File: config.mk
export PLATFORM = sky130hd
export DESIGN_NAME = idle_face_animation_sequencer
export DESIGN_NICKNAME = d
export VERILOG_FILES = /design/src/rtl/ifas_pkg.sv /design/src/rtl/ifas_sine_rom.sv /design/src/rtl/ifas_pulse.sv /design/src/rtl/ifas_step.sv /design/src/rtl/idle_face_animation_sequencer.sv
export SDC_FILE = /design/constraint.sdc
export NUM_CORES = 2
export LEC_CHECK = 0
export ABC_AREA = 1
export BUFFER_PORTS_ARGS = -buffer_cell sky130_fd_sc_hd__buf_2
export CORE_MARGIN = 4
export CORE_UTILIZATION = 60
export CTS_BUF_LIST = sky130_fd_sc_hd__clkbuf_8
export DETAILED_ROUTE_END_ITERATION = 7
export PLACE_DENSITY = 0.79
export SYNTH_ARGS = -nofsm -noshare
export SYNTH_HDL_FRONTEND = slang
export SYNTH_HIERARCHICAL = 1
export SYNTH_SLANG_ARGS = --single-unit
File: constraint.sdc
create_clock -name clock -period 10.8 [get_ports clock]
set_clock_uncertainty 0.1 [all_clocks]
set_input_delay 2.16 -clock clock [delete_from_list [all_inputs] [get_ports clock]]
set_output_delay 2.16 -clock clock [all_outputs]
set_load 0.01 [all_outputs]
File: src/rtl/ifas_pkg.sv
// ============================================================================
// ifas_pkg: shared types and constants of the idle face animation sequencer
// Beat payloads, mode and animation codes, timing constants, the logarithmic
// backlight table with the small helpers built on it, and the face-change test.
// ============================================================================
package ifas_pkg;

   // Request beat: one tick or event
   typedef struct packed {
      logic [2:0]  mode;
      logic [31:0] now_ms;
      logic [7:0]  expression;
      logic [3:0]  pick_draw;
      logic [15:0] gap_draw;
   } req_type;

   // Response beat: one per request
   typedef struct packed {
      logic       pwm_write;
      logic [7:0] pwm_value;
      logic       show_write;
      logic [3:0] show_sprite;
      logic       idle_running;
   } rsp_type;

   // Sine pulse still to be worked out for this beat
   typedef struct packed {
      logic        active;
      logic        drift;
      logic [31:0] elapsed;
      logic [7:0]  lo;
      logic [7:0]  span;
   } pulse_ctrl_type;

   typedef struct packed {
      rsp_type        rsp;
      pulse_ctrl_type pulse;
   } step_out_type;

   // Request modes
   localparam logic [2:0] MODE_TICK  = 3'd0;
   localparam logic [2:0] MODE_SHOW  = 3'd1;
   localparam logic [2:0] MODE_START = 3'd2;
   localparam logic [2:0] MODE_STOP  = 3'd3;
   localparam logic [2:0] MODE_GREET = 3'd4;

   // Animation codes
   localparam logic [3:0] ANIM_BREATHE = 4'd0;
   localparam logic [3:0] ANIM_DRIFT   = 4'd1;
   localparam logic [3:0] ANIM_TWITCH  = 4'd2;
   localparam logic [3:0] ANIM_BLINK   = 4'd3;
   localparam logic [3:0] ANIM_YAWN    = 4'd4;
   localparam logic [3:0] ANIM_SMIRK   = 4'd5;
   localparam logic [3:0] ANIM_WAG     = 4'd6;
   localparam logic [3:0] ANIM_BOING   = 4'd7;
   localparam logic [3:0] ANIM_NONE    = 4'd15;

   // Faces and sprites
   localparam logic [3:0] FACE_NEUTRAL   = 4'd0;
   localparam logic [3:0] FACE_SQUINT    = 4'd2;
   localparam logic [3:0] FACE_SURPRISE  = 4'd5;
   localparam logic [3:0] FACE_SILLY     = 4'd9;
   localparam logic [3:0] FACE_TONGUE_IN = 4'd10;
   localparam logic [7:0] FACE_MAX       = 8'd9;

   // Timing, in milliseconds
   localparam logic [12:0] BREATHE_PERIOD = 13'd4000;
   localparam logic [12:0] DRIFT_PERIOD   = 13'd6000;
   localparam logic [31:0] BREATHE_LEN    = 32'd45000;
   localparam logic [31:0] DRIFT_LEN      = 32'd20000;
   localparam logic [31:0] TWITCH_LEN     = 32'd400;
   localparam logic [31:0] BLINK_LEN      = 32'd150;
   localparam logic [31:0] YAWN_LEN       = 32'd600;
   localparam logic [31:0] SMIRK_LEN      = 32'd800;
   localparam logic [31:0] BOING_FLIP     = 32'd300;
   localparam logic [31:0] BOING_LEN      = 32'd600;
   localparam logic [31:0] GAP_BASE       = 32'd20000;
   localparam logic [15:0] GAP_DRAW_MAX   = 16'd39999;
   localparam logic [31:0] FIRST_DELAY    = 32'd5000;
   localparam logic [31:0] SILLY_DELAY    = 32'd2000;

   // Tongue wag: half-cycles of 300 ms, saturating at 255 (255 * 300 + 300 ms)
   localparam logic [31:0] WAG_SAT_EL    = 32'd76800;
   localparam logic [17:0] WAG_RECIP     = 18'd223697;   // ceil(2^26 / 300)
   localparam int          WAG_SHIFT     = 26;
   localparam logic [7:0]  WAG_LAST_HALF = 8'd6;

   // Pulse period quotient: el/4000 = (el>>5)/125, el/6000 = (el>>4)/375
   localparam logic [28:0] BREATHE_DIV_RECIP = 29'd137438954;  // ceil(2^34 / 125)
   localparam int          BREATHE_DIV_SHIFT = 34;
   localparam logic [28:0] DRIFT_DIV_RECIP   = 29'd366503876;  // ceil(2^37 / 375)
   localparam int          DRIFT_DIV_SHIFT   = 37;

   localparam logic [7:0] BL_MAP [16] = '{
      8'd0, 8'd2, 8'd4, 8'd7, 8'd11, 8'd16, 8'd22, 8'd30,
      8'd40, 8'd55, 8'd75, 8'd100, 8'd135, 8'd175, 8'd210, 8'd255
   };

   function automatic logic [7:0] bl_map(input logic [3:0] level);
      return BL_MAP[level];
   endfunction

   // Level raised by a small step, held at the top of the table
   function automatic logic [3:0] bl_step_up(input logic [3:0] level, input logic [1:0] step);
      logic [4:0] sum;
      sum = {1'b0, level} + {3'b000, step};
      return (sum > 5'd15) ? 4'd15 : sum[3:0];
   endfunction

   // Level lowered by two, held at the bottom of the table
   function automatic logic [3:0] bl_step_down2(input logic [3:0] level);
      return (level < 4'd2) ? 4'd0 : level - 4'd2;
   endfunction

   function automatic logic face_changing(input logic [3:0] anim);
      return (anim == ANIM_TWITCH) || (anim == ANIM_YAWN) || (anim == ANIM_SMIRK) ||
             (anim == ANIM_WAG) || (anim == ANIM_BOING);
   endfunction

endpackage

File: src/rtl/ifas_sine_rom.sv
// ============================================================================
// ifas_sine_rom: Q0.8 sine table for the backlight pulses
// Entries are built at elaboration from a rational sine approximation; the
// read is combinational.
// ============================================================================
module ifas_sine_rom #(
   parameter int SINE_ENTRIES = 256
) (
   input  logic [$clog2(SINE_ENTRIES)-1:0] pos,
   output logic [7:0]                      entry
);

   localparam int PW        = $clog2(SINE_ENTRIES);
   localparam int LUT_DEPTH = 2 ** PW;

   logic [7:0] sine_lut [LUT_DEPTH];

   for (genvar i = 0; i < LUT_DEPTH; i++) begin : g_lut
      localparam longint N_E   = SINE_ENTRIES;
      localparam longint M2    = 2 * i;
      localparam bit     NEG   = (M2 >= N_E);
      localparam longint M0    = NEG ? M2 - N_E : M2;
      localparam longint M     = (M0 > N_E) ? N_E : M0;
      localparam longint U     = M * (N_E - M);
      localparam longint DEN0  = 5 * N_E * N_E - 4 * U;
      localparam longint DEN   = (DEN0 == 0) ? 1 : DEN0;
      localparam longint MAG0  = (2048 * U + DEN / 2) / DEN;
      localparam longint MAG   = (MAG0 > 128) ? 128 : MAG0;
      localparam longint R0    = NEG ? 128 - MAG : 128 + MAG;
      localparam longint R     = (R0 > 255) ? 255 : R0;
      if (i < SINE_ENTRIES) begin : g_used
         assign sine_lut[i] = 8'(R);
      end else begin : g_spare
         // unreachable codes: mid-scale
         assign sine_lut[i] = 8'd128;
      end
   end

   assign entry = sine_lut[pos];

endmodule

File: src/rtl/ifas_pulse.sv
// ============================================================================
// ifas_pulse: sine pulse datapath and response register
// Five pipeline stages turn elapsed time into a PWM duty; beats without a
// pulse pass through unchanged. Each stage loads whenever it is empty or
// its content moves on.
// ============================================================================
module ifas_pulse import ifas_pkg::*; #(
   parameter int SINE_ENTRIES = 256
) (
   input  logic         clock,
   input  logic         reset,
   input  logic         in_valid,
   output logic         in_ready,
   input  step_out_type in_data,
   output logic         out_valid,
   input  logic         out_ready,
   output rsp_type      out_data
);

   localparam int PW        = $clog2(SINE_ENTRIES);
   localparam int RW        = PW + 15;
   localparam int POS_SHIFT = 26;
   localparam longint unsigned POS_RECIP_BREATHE =
      ((64'(SINE_ENTRIES) << POS_SHIFT) + 64'(BREATHE_PERIOD) - 64'd1) / BREATHE_PERIOD;
   localparam longint unsigned POS_RECIP_DRIFT =
      ((64'(SINE_ENTRIES) << POS_SHIFT) + 64'(DRIFT_PERIOD) - 64'd1) / DRIFT_PERIOD;

   // stage registers
   logic           v1_ff, v2_ff, v3_ff, v4_ff, v5_ff, out_valid_ff;
   step_out_type   s1_ff, s2_ff, s3_ff, s4_ff, s5_ff;
   logic [20:0]    quot_ff;
   logic [12:0]    rem_ff;
   logic [PW-1:0]  pos_ff;
   logic [7:0]     entry_ff;
   rsp_type        out_ff;

   logic           en1, en2, en3, en4, en5, en_out;
   logic [27:0]    div_x;
   logic [28:0]    div_k;
   logic [56:0]    div_prod;
   logic [20:0]    quot_in;
   logic [12:0]    period;
   logic [33:0]    back_prod;
   logic [31:0]    rem_full;
   logic [12:0]    rem_in;
   logic [RW-1:0]  pos_k;
   logic [RW+12:0] pos_prod;
   logic [PW-1:0]  pos_in;
   logic [7:0]     entry_in;
   logic [15:0]    duty_prod;
   rsp_type        out_in;

   assign en_out   = !out_valid_ff || out_ready;
   assign en5      = !v5_ff || en_out;
   assign en4      = !v4_ff || en5;
   assign en3      = !v3_ff || en4;
   assign en2      = !v2_ff || en3;
   assign en1      = !v1_ff || en2;
   assign in_ready = en1;

   // stage 2: period quotient by reciprocal
   assign div_x    = s1_ff.pulse.drift ? 28'(s1_ff.pulse.elapsed >> 4)
                                       : 28'(s1_ff.pulse.elapsed >> 5);
   assign div_k    = s1_ff.pulse.drift ? DRIFT_DIV_RECIP : BREATHE_DIV_RECIP;
   assign div_prod = 57'(div_x) * 57'(div_k);
   assign quot_in  = s1_ff.pulse.drift ? 21'(div_prod >> DRIFT_DIV_SHIFT)
                                       : 21'(div_prod >> BREATHE_DIV_SHIFT);

   // stage 3: remainder within the period
   assign period    = s2_ff.pulse.drift ? DRIFT_PERIOD : BREATHE_PERIOD;
   assign back_prod = 34'(quot_ff) * 34'(period);
   assign rem_full  = s2_ff.pulse.elapsed - back_prod[31:0];
   assign rem_in    = rem_full[12:0];

   // stage 4: table position, rem * entries / period
   assign pos_k    = s3_ff.pulse.drift ? RW'(POS_RECIP_DRIFT) : RW'(POS_RECIP_BREATHE);
   assign pos_prod = (RW+13)'(rem_ff) * (RW+13)'(pos_k);
   assign pos_in   = PW'(pos_prod >> POS_SHIFT);

   // stage 5: table read
   ifas_sine_rom #(
      .SINE_ENTRIES(SINE_ENTRIES)
   ) u_ifas_sine_rom (
      .pos  (pos_ff),
      .entry(entry_in)
   );

   // response: lo + entry * span / 256
   assign duty_prod = 16'(entry_ff) * 16'(s5_ff.pulse.span);
   always_comb begin
      out_in = s5_ff.rsp;
      if (s5_ff.pulse.active) begin
         out_in.pwm_value = s5_ff.pulse.lo + duty_prod[15:8];
      end
   end

   always_ff @(posedge clock) begin
      if (reset) begin
         v1_ff        <= 1'b0;
         v2_ff        <= 1'b0;
         v3_ff        <= 1'b0;
         v4_ff        <= 1'b0;
         v5_ff        <= 1'b0;
         out_valid_ff <= 1'b0;
      end else begin
         if (en1)    v1_ff        <= in_valid;
         if (en2)    v2_ff        <= v1_ff;
         if (en3)    v3_ff        <= v2_ff;
         if (en4)    v4_ff        <= v3_ff;
         if (en5)    v5_ff        <= v4_ff;
         if (en_out) out_valid_ff <= v5_ff;
      end
   end

   always_ff @(posedge clock) begin
      if (en1) begin
         s1_ff <= in_data;
      end
      if (en2) begin
         s2_ff   <= s1_ff;
         quot_ff <= quot_in;
      end
      if (en3) begin
         s3_ff  <= s2_ff;
         rem_ff <= rem_in;
      end
      if (en4) begin
         s4_ff  <= s3_ff;
         pos_ff <= pos_in;
      end
      if (en5) begin
         s5_ff    <= s4_ff;
         entry_ff <= entry_in;
      end
      if (en_out) begin
         out_ff <= out_in;
      end
   end

   assign out_valid = out_valid_ff;
   assign out_data  = out_ff;

endmodule

File: src/rtl/ifas_step.sv
// ============================================================================
// ifas_step: sequencer state and one-beat step logic
// Holds the idle engine state and the backlight level, and works out the
// state after a beat together with its writes and any pulse still to do.
// ============================================================================
module ifas_step import ifas_pkg::*; (
   input  logic         clock,
   input  logic         reset,
   input  logic         csr_write,
   input  logic [3:0]   csr_data,
   input  logic         item_go,
   input  req_type      item,
   output step_out_type result
);

   logic        idle_on_ff,      idle_on_in;
   logic [3:0]  running_anim_ff, running_anim_in;
   logic [7:0]  anim_phase_ff,   anim_phase_in;
   logic [31:0] phase_start_ff,  phase_start_in;
   logic [31:0] next_start_ff,   next_start_in;
   logic [3:0]  saved_face_ff,   saved_face_in;
   logic [3:0]  shown_face_ff,   shown_face_in;
   logic [31:0] silly_time_ff,   silly_time_in;
   logic [3:0]  backlight_level_ff;

   logic [31:0] el;
   logic [15:0] gap;
   logic [34:0] wag_prod;
   logic [7:0]  half;
   logic [7:0]  hi_duty, breathe_lo, drift_lo;
   logic [3:0]  pick_anim;
   logic        show_req;
   logic [3:0]  show_face;
   logic        finish;
   logic        boing_hit;
   step_out_type res;

   assign el         = item.now_ms - phase_start_ff;
   assign gap        = (item.gap_draw > GAP_DRAW_MAX) ? GAP_DRAW_MAX : item.gap_draw;
   assign wag_prod   = 35'(el[16:0]) * 35'(WAG_RECIP);
   assign half       = (el >= WAG_SAT_EL) ? 8'hFF : wag_prod[WAG_SHIFT+7:WAG_SHIFT];
   assign hi_duty    = bl_map(backlight_level_ff);
   assign breathe_lo = bl_map(4'd2);
   assign drift_lo   = bl_map(bl_step_down2(backlight_level_ff));

   always_comb begin
      priority if (item.pick_draw < 4'd2)  pick_anim = ANIM_BREATHE;
      else if (item.pick_draw < 4'd4)      pick_anim = ANIM_BLINK;
      else if (item.pick_draw < 4'd6)      pick_anim = ANIM_TWITCH;
      else if (item.pick_draw < 4'd8)      pick_anim = ANIM_SMIRK;
      else if (item.pick_draw < 4'd9)      pick_anim = ANIM_DRIFT;
      else if (item.pick_draw < 4'd10)     pick_anim = ANIM_YAWN;
      else                                 pick_anim = ANIM_BOING;
   end

   always_comb begin
      idle_on_in      = idle_on_ff;
      running_anim_in = running_anim_ff;
      anim_phase_in   = anim_phase_ff;
      phase_start_in  = phase_start_ff;
      next_start_in   = next_start_ff;
      saved_face_in   = saved_face_ff;
      shown_face_in   = shown_face_ff;
      silly_time_in   = silly_time_ff;
      res             = '0;
      show_req        = 1'b0;
      show_face       = FACE_NEUTRAL;
      finish          = 1'b0;
      boing_hit       = 1'b0;

      unique case (item.mode)
         MODE_TICK: begin
            if (idle_on_ff) begin
               if (running_anim_ff == ANIM_NONE) begin
                  if (shown_face_ff == FACE_SILLY && silly_time_ff != 32'd0 &&
                      (item.now_ms - silly_time_ff) >= SILLY_DELAY) begin
                     running_anim_in = ANIM_WAG;
                     anim_phase_in   = 8'd0;
                     phase_start_in  = item.now_ms;
                     saved_face_in   = FACE_SILLY;
                     silly_time_in   = 32'd0;
                  end else if (item.now_ms >= next_start_ff) begin
                     running_anim_in = pick_anim;
                     anim_phase_in   = 8'd0;
                     phase_start_in  = item.now_ms;
                     saved_face_in   = shown_face_ff;
                     unique case (pick_anim)
                        ANIM_TWITCH: begin
                           show_req  = 1'b1;
                           show_face = FACE_SQUINT;
                        end
                        ANIM_SMIRK: begin
                           show_req          = 1'b1;
                           show_face         = FACE_SQUINT;
                           res.rsp.pwm_write = 1'b1;
                           res.rsp.pwm_value = bl_map(bl_step_up(backlight_level_ff, 2'd2));
                        end
                        ANIM_YAWN, ANIM_BOING: begin
                           show_req          = 1'b1;
                           show_face         = FACE_SURPRISE;
                           res.rsp.pwm_write = 1'b1;
                           res.rsp.pwm_value = bl_map(bl_step_up(backlight_level_ff, 2'd3));
                        end
                        default: begin
                        end
                     endcase
                  end
               end else begin
                  unique case (running_anim_ff)
                     ANIM_BREATHE: begin
                        res.rsp.pwm_write  = 1'b1;
                        res.pulse.active   = 1'b1;
                        res.pulse.drift    = 1'b0;
                        res.pulse.elapsed  = el;
                        res.pulse.lo       = breathe_lo;
                        res.pulse.span     = (hi_duty > breathe_lo) ? hi_duty - breathe_lo : 8'd0;
                        finish             = (el >= BREATHE_LEN);
                     end
                     ANIM_DRIFT: begin
                        res.rsp.pwm_write  = 1'b1;
                        res.pulse.active   = 1'b1;
                        res.pulse.drift    = 1'b1;
                        res.pulse.elapsed  = el;
                        res.pulse.lo       = drift_lo;
                        res.pulse.span     = (hi_duty > drift_lo) ? hi_duty - drift_lo : 8'd0;
                        finish             = (el >= DRIFT_LEN);
                     end
                     ANIM_TWITCH: finish = (el >= TWITCH_LEN);
                     ANIM_BLINK: begin
                        if (anim_phase_ff == 8'd0) begin
                           res.rsp.pwm_write = 1'b1;
                           res.rsp.pwm_value = 8'd0;
                           anim_phase_in     = 8'd1;
                        end
                        finish = (el >= BLINK_LEN);
                     end
                     ANIM_YAWN:  finish = (el >= YAWN_LEN);
                     ANIM_SMIRK: finish = (el >= SMIRK_LEN);
                     ANIM_WAG: begin
                        if (half != anim_phase_ff) begin
                           anim_phase_in = half;
                           if (half >= WAG_LAST_HALF) begin
                              finish = 1'b1;
                           end else begin
                              res.rsp.show_write  = 1'b1;
                              res.rsp.show_sprite = half[0] ? FACE_TONGUE_IN : FACE_SILLY;
                           end
                        end
                     end
                     ANIM_BOING: begin
                        boing_hit = (anim_phase_ff == 8'd0) && (el >= BOING_FLIP);
                        if (boing_hit) begin
                           show_req          = 1'b1;
                           show_face         = FACE_NEUTRAL;
                           res.rsp.pwm_write = 1'b1;
                           res.rsp.pwm_value = hi_duty;
                           anim_phase_in     = 8'd1;
                        end
                        finish = (anim_phase_ff != 8'd0 || boing_hit) && (el >= BOING_LEN);
                     end
                     default: begin
                     end
                  endcase
                  // wind down: restore backlight and, where changed, the face; schedule the next one
                  if (finish) begin
                     running_anim_in   = ANIM_NONE;
                     anim_phase_in     = 8'd0;
                     res.rsp.pwm_write = 1'b1;
                     res.rsp.pwm_value = hi_duty;
                     res.pulse.active  = 1'b0;
                     if (face_changing(running_anim_ff)) begin
                        show_req  = 1'b1;
                        show_face = saved_face_ff;
                     end
                     next_start_in = item.now_ms + GAP_BASE + 32'(gap);
                  end
               end
            end
         end
         MODE_SHOW: begin
            show_req  = 1'b1;
            show_face = (item.expression > FACE_MAX) ? FACE_NEUTRAL : item.expression[3:0];
         end
         MODE_START: begin
            if (!idle_on_ff) begin
               idle_on_in      = 1'b1;
               running_anim_in = ANIM_NONE;
               next_start_in   = item.now_ms + FIRST_DELAY;
            end
         end
         MODE_STOP: begin
            if (idle_on_ff) begin
               idle_on_in = 1'b0;
               if (running_anim_ff != ANIM_NONE) begin
                  running_anim_in   = ANIM_NONE;
                  anim_phase_in     = 8'd0;
                  res.rsp.pwm_write = 1'b1;
                  res.rsp.pwm_value = hi_duty;
                  if (face_changing(running_anim_ff)) begin
                     show_req  = 1'b1;
                     show_face = saved_face_ff;
                  end
               end
            end
         end
         MODE_GREET: begin
            if (idle_on_ff && running_anim_ff == ANIM_NONE) begin
               saved_face_in     = shown_face_ff;
               running_anim_in   = ANIM_BOING;
               anim_phase_in     = 8'd0;
               phase_start_in    = item.now_ms;
               show_req          = 1'b1;
               show_face         = FACE_SURPRISE;
               res.rsp.pwm_write = 1'b1;
               res.rsp.pwm_value = bl_map(bl_step_up(backlight_level_ff, 2'd3));
            end
         end
         default: begin
         end
      endcase

      // face change: the silly face arms the wag timer and wakes the engine
      if (show_req) begin
         shown_face_in       = show_face;
         res.rsp.show_write  = 1'b1;
         res.rsp.show_sprite = show_face;
         if (show_face == FACE_SILLY) begin
            silly_time_in = item.now_ms;
            if (!idle_on_in) begin
               idle_on_in      = 1'b1;
               running_anim_in = ANIM_NONE;
               next_start_in   = item.now_ms + FIRST_DELAY;
            end
         end
      end

      res.rsp.idle_running = idle_on_in;
   end

   always_ff @(posedge clock) begin
      if (reset) begin
         idle_on_ff         <= 1'b0;
         running_anim_ff    <= ANIM_NONE;
         anim_phase_ff      <= 8'd0;
         phase_start_ff     <= 32'd0;
         next_start_ff      <= 32'd0;
         saved_face_ff      <= FACE_NEUTRAL;
         shown_face_ff      <= FACE_NEUTRAL;
         silly_time_ff      <= 32'd0;
         backlight_level_ff <= 4'd14;
      end else begin
         if (item_go) begin
            idle_on_ff      <= idle_on_in;
            running_anim_ff <= running_anim_in;
            anim_phase_ff   <= anim_phase_in;
            phase_start_ff  <= phase_start_in;
            next_start_ff   <= next_start_in;
            saved_face_ff   <= saved_face_in;
            shown_face_ff   <= shown_face_in;
            silly_time_ff   <= silly_time_in;
         end
         if (csr_write) begin
            backlight_level_ff <= csr_data;
         end
      end
   end

   assign result = res;

endmodule

File: src/rtl/idle_face_animation_sequencer.sv
// ============================================================================
// idle_face_animation_sequencer: idle animation engine for a display face
// Turns ticks and face events into backlight PWM writes and sprite choices.
// ============================================================================
// One response beat comes back for every request beat, in order. The block
// takes a request every cycle while the response side does not stall, and
// returns its response through the state step out of the input register and
// then the sine pulse datapath (period quotient, remainder, table position,
// table read, duty) into the response register. A request may follow the
// previous one at once; a stalled response side fills the stages in turn
// before req_ready drops. Breathe and drift pulses read a sine table of
// SINE_ENTRIES entries in Q0.8. The backlight level register is written
// through the csr channel, which is always ready; write it only while no
// request is in flight.
module idle_face_animation_sequencer import ifas_pkg::*; #(
   parameter int SINE_ENTRIES = 256
) (
   input  logic       clock,
   input  logic       reset,
   input  logic       req_valid,
   output logic       req_ready,
   input  req_type    req_item,
   output logic       rsp_valid,
   input  logic       rsp_ready,
   output rsp_type    rsp_item,
   input  logic       csr_valid,
   output logic       csr_ready,
   input  logic [3:0] csr_data
);

   // input register
   logic         in_valid_ff;
   req_type      in_item_ff;
   logic         step_go;
   logic         pulse_ready;
   step_out_type step_result;

   // advance the held beat once the pulse datapath can take it
   assign step_go   = in_valid_ff && pulse_ready;
   assign req_ready = !in_valid_ff || step_go;
   assign csr_ready = 1'b1;

   always_ff @(posedge clock) begin
      if (reset) begin
         in_valid_ff <= 1'b0;
      end else if (req_ready) begin
         in_valid_ff <= req_valid;
      end
   end

   // hold the payload until the beat is stepped
   always_ff @(posedge clock) begin
      if (req_valid && req_ready) begin
         in_item_ff <= req_item;
      end
   end

   // state step: every state change of a beat happens here
   ifas_step u_ifas_step (
      .clock    (clock),
      .reset    (reset),
      .csr_write(csr_valid && csr_ready),
      .csr_data (csr_data),
      .item_go  (step_go),
      .item     (in_item_ff),
      .result   (step_result)
   );

   // pulse datapath and response register
   ifas_pulse #(
      .SINE_ENTRIES(SINE_ENTRIES)
   ) u_ifas_pulse (
      .clock    (clock),
      .reset    (reset),
      .in_valid (in_valid_ff),
      .in_ready (pulse_ready),
      .in_data  (step_result),
      .out_valid(rsp_valid),
      .out_ready(rsp_ready),
      .out_data (rsp_item)
   );

endmodule

==> results.toml <==
[layout]
area_of_all_placed_cells_without_fillers_sq_um = 65700
ratio_of_cells_with_drive_above_1_in_the_final_layout_pct = 4.65
final_core_utilization_pct = 64.2
finalNetCount = 9646
fillerInstances = 8950
finalNonFillerCells = 9559
area_growth_syn_to_layout_pct = 5.63

[sta]
period_minus_slack_ns = 9.81
hold_viol = 0
slew_headroom_pct = 11.3
tightest_slew_ns = 1.33
finalCritPeriodShare_pct = 90.9
achievable-frequency_mhz = 102
number_of_max_slew_violations_in_the_final_report = 0
setup-violations-final = 0
rsz_0062_raised_after_global_routing = "false"
timing.setup.tns_ns = 0

[synth]
synth_sequential_area_ratio_pct = 19.8
syn_area_per_cell_sq_um = 7.74
netlist_area_sq_um = 62200
ys_ff_latch = 452
syn_inst = 8042
synth_flop_cell = "edfxtp_1"
number_of_synthesized_flops_with_an_enable_pin = 324
yosys.area.top_type_share_pct = 21.7
async_flop_share_pct = 0
netlist_top_cells_area = "fa_1 22%, edfxtp_1 16%, ha_1 16%"
synthesis.yosys.warnings = 6
synth_most_common_cell = "nand2_1"
yosys.area.top_type = "fa_1"
synth_common_cells = "1876 x nand2_1, 1858 x inv_1, 772 x ha_1"
netlist-cell-type-count = 65

[power_and_ir_drop]
power.density_nw_per_um2 = 249
p_leak_nw = 36.0
seq_power_share_pct = 13.2
power.share.combinational_pct = 76.7
clock_power_share_pct = 10.1
power.share.switching_pct = 56.1
cell_internal_pwr_w = 0.00717
vdd_ir_drop_max_mv = 0.632
power.switching_w = 0.00918

[cts]
clkTransAtPathRegs_ns = 0.07
postCtsResizedCells = 0
cts.path.max_buffers = 3
cts_root_buf = "clkbuf_8"
cts_post_setup_buffers_inserted = 0
cts.sinks = 452
cts_tree = "built"
cts-hold-fix-buffers = 0
insertion_delay_ns = 0.75
htree_num_levels = 3
numCtsBuffers = 77

[global_routing]
antenna_found_initial = 1
grt_first_pass_wirelength_mm = 284
grt_start_max_net_pins = 83
grt_overflow = 0
number_of_global_route_vias_before_repair = 52500
track_usage_pct = 33.1

[min_path]
hold_path.startpoint = "u_ifas_pulse/s2_ff[16]"
min-delay-path-class = "reg2reg"
worstHoldPathCells = 0

[worst_setup_path]
startpoint_type = "flip-flop"
timing.critical_path.arrival_ns = 10.28
critical_path_peak_fanout = 33
cp-end-kind = "flip-flop"
critical_path.n_buffers_inverters = 9
crit_start = "in_item_ff[28]"
longest_individual_stage_delay_on_the_worst_path_ns = 0.54
critPathTopFamily = "adder cells"
r2r-start = "in_item_ff[28]"
reg2reg_depth = 52
timing.critical_path.depth = 52
worst_path_most_repeated_cell = "nand2_1"
critPathSlowestCell = "fa_1"
timing.setup.critical_path_class = "reg2reg"
cp_data_required_time_ns = 11.26

[place]
dpl.cell_count = 9417
globalplace.congestion = 1.04
io_buffers = 88
hpwlAfterDp_mm = 148
dpl_cell_area_sq_um = 64100

[floorplan]
chip_height_microns = 330
core_region_area_sq_um = 102000
start_util_pct = 60.8
number_of_primary_i_o_pins = 90
die_w_microns = 330
floorplan.die_area_sq_um = 109000
std_cell_rows = 117

[drt]
total_number_of_vias = 53200
antenna_violating_nets_post_route = 0
drt_first_iter_violations = 5198
wl_per_cell_microns = 18.8
vias_per_cell = 5.56
drt_drc_violations_left = 0
wirelength_mm = 180
drt_pass1_iterations = 6

[status]
run_status = "complete, no violations"

[flow_run]
max_cap_violations = 0
power groups by stage:
stage / clock network [W] / registers, W / logic, W
4_1_cts: 0.00169 / 0.00216 / 0.0124
3_5_place_dp: 0 / 0.00220 / 0.0123
5_1_grt: 0.00177 / 0.00217 / 0.0143
2_1_floorplan: 0 / 0.00210 / 0.00918
6_report: 0.00165 / 0.00216 / 0.0125
3_3_place_gp: 0 / 0.00219 / 0.0122
through the flow:
step,total power [W],hold slack (ns),setup WS (ns)
global placement,0.0144,0.301,1.25
global route,0.0183,0.315,0.0700
finish,0.0163,0.301,0.986
CTS,0.0163,0.301,1.05
detailed placement,0.0145,0.305,1.08
floorplan,0.0113,0.300,0.960
path summary, 6_finish.rpt:
path | endpoint | slack, ns
hold reg to reg | u_ifas_pulse/rem_ff[0] | 0.30
setup reg to reg | u_ifas_step/next_start_ff[14] | 0.99
setup / recovery | u_ifas_step/next_start_ff[14] | 0.99
hold / removal | u_ifas_pulse/rem_ff[0] | 0.30
worst reg2reg max path, delay by kind of cell (launching register included):
| kind | cells | cell delay [ns] |
|---|---|---|
| AOI/OAI and AO/OA | 2 | 0.24 |
| adders and majority gates | 10 | 4.05 |
| buffers and inverters | 9 | 1.36 |
| DFF | 1 | 0.41 |
| and+or+nand+nor | 31 | 3.50 |
layout by cell type (no fill, tap or decap), types with 7 or more instances in the layout:
cell | synthesis | final
clkbuf_8 | 0 | 80
xor2_1 | 103 | 103
conb_1 | 3 | 52
bufinv_16 | 0 | 7
nor2_4 | 8 | 9
nand3b_1 | 22 | 22
nand2_1 | 1876 | 1874
a21o_1 | 29 | 29
or2_2 | 42 | 42
nor2_1 | 567 | 566
edfxtp_1 | 324 | 324
nor3_1 | 77 | 77
nand2_2 | 20 | 21
a31oi_1 | 22 | 22
a211oi_1 | 11 | 11
ha_1 | 772 | 772
clkinv_2 | 0 | 11
inv_2 | 21 | 24
a21boi_0 | 10 | 10
a21oi_1 | 400 | 398
nand4_1 | 76 | 76
dfxtp_1 | 128 | 128
xnor2_1 | 43 | 43
o21ai_0 | 230 | 230
buf_4 | 17 | 48
nor4_1 | 22 | 22
o211ai_1 | 18 | 18
nand3_1 | 357 | 357
inv_1 | 1858 | 1877
o21bai_1 | 27 | 27
buf_2 | 34 | 87
clkinv_1 | 8 | 17
fa_1 | 674 | 674
a22oi_1 | 9 | 9
o221ai_1 | 10 | 10
o22ai_1 | 14 | 14
nor2_2 | 10 | 10
state kept, by name, indices dropped and copies added, names as in the netlist, 4 cells and up:
register,cells
u_ifas_step/running_anim_ff,4
u_ifas_pulse/s5_ff,25
u_ifas_pulse/rem_ff,13
u_ifas_step/phase_start_ff,32
u_ifas_step/anim_phase_ff,8
in_item_ff,63
u_ifas_pulse/pos_ff,8
u_ifas_pulse/s4_ff,32
u_ifas_step/saved_face_ff,4
u_ifas_step/silly_time_ff,32
u_ifas_pulse/s2_ff,46
u_ifas_step/next_start_ff,32
u_ifas_step/shown_face_ff,4
u_ifas_pulse/entry_ff,8
u_ifas_pulse/s3_ff,33
u_ifas_pulse/quot_ff,9
u_ifas_step/backlight_level_ff,4
u_ifas_pulse/out_in,7
u_ifas_pulse/out_data,15
u_ifas_pulse/s1_ff,65
layer usage:
metal,vias up,track usage [%],wire length (microns)
met5,-,0,0
met4,0,13.2,8380
met3,458,5.95,15300
met2,2313,53.0,80600
met1,25300,45.0,75400
li1,25100,-,-
cell families (layout without fill, tap and decap cells):
family	Yosys count	after routing	share of synthesized area (%)
AND/OR/NAND/NOR	3100	3100	20.7
buffers and inverters	2065	2163	12.8
adder cells (fa/ha/maj)	1446	1446	37.2
AO/OA/AOI/OAI	829	829	7.49
flip-flops	452	452	19.8
XOR/XNOR	147	147	2.08
other	3	54	0.0181
area by class of cell:
cell class	count	area, sq um	area share [%]
antenna	2	5.00	0.00762
sequential	452	12300	18.7
clock inverter	60	490	0.746
clock buffer	80	1100	1.68
tap	1368	1710	2.60
inverter	1887	7080	10.8
timing repair buffer	136	816	1.24
multi-input combinational	5574	42200	64.2
No activity file was read; power rests on OpenSTA's default activity.
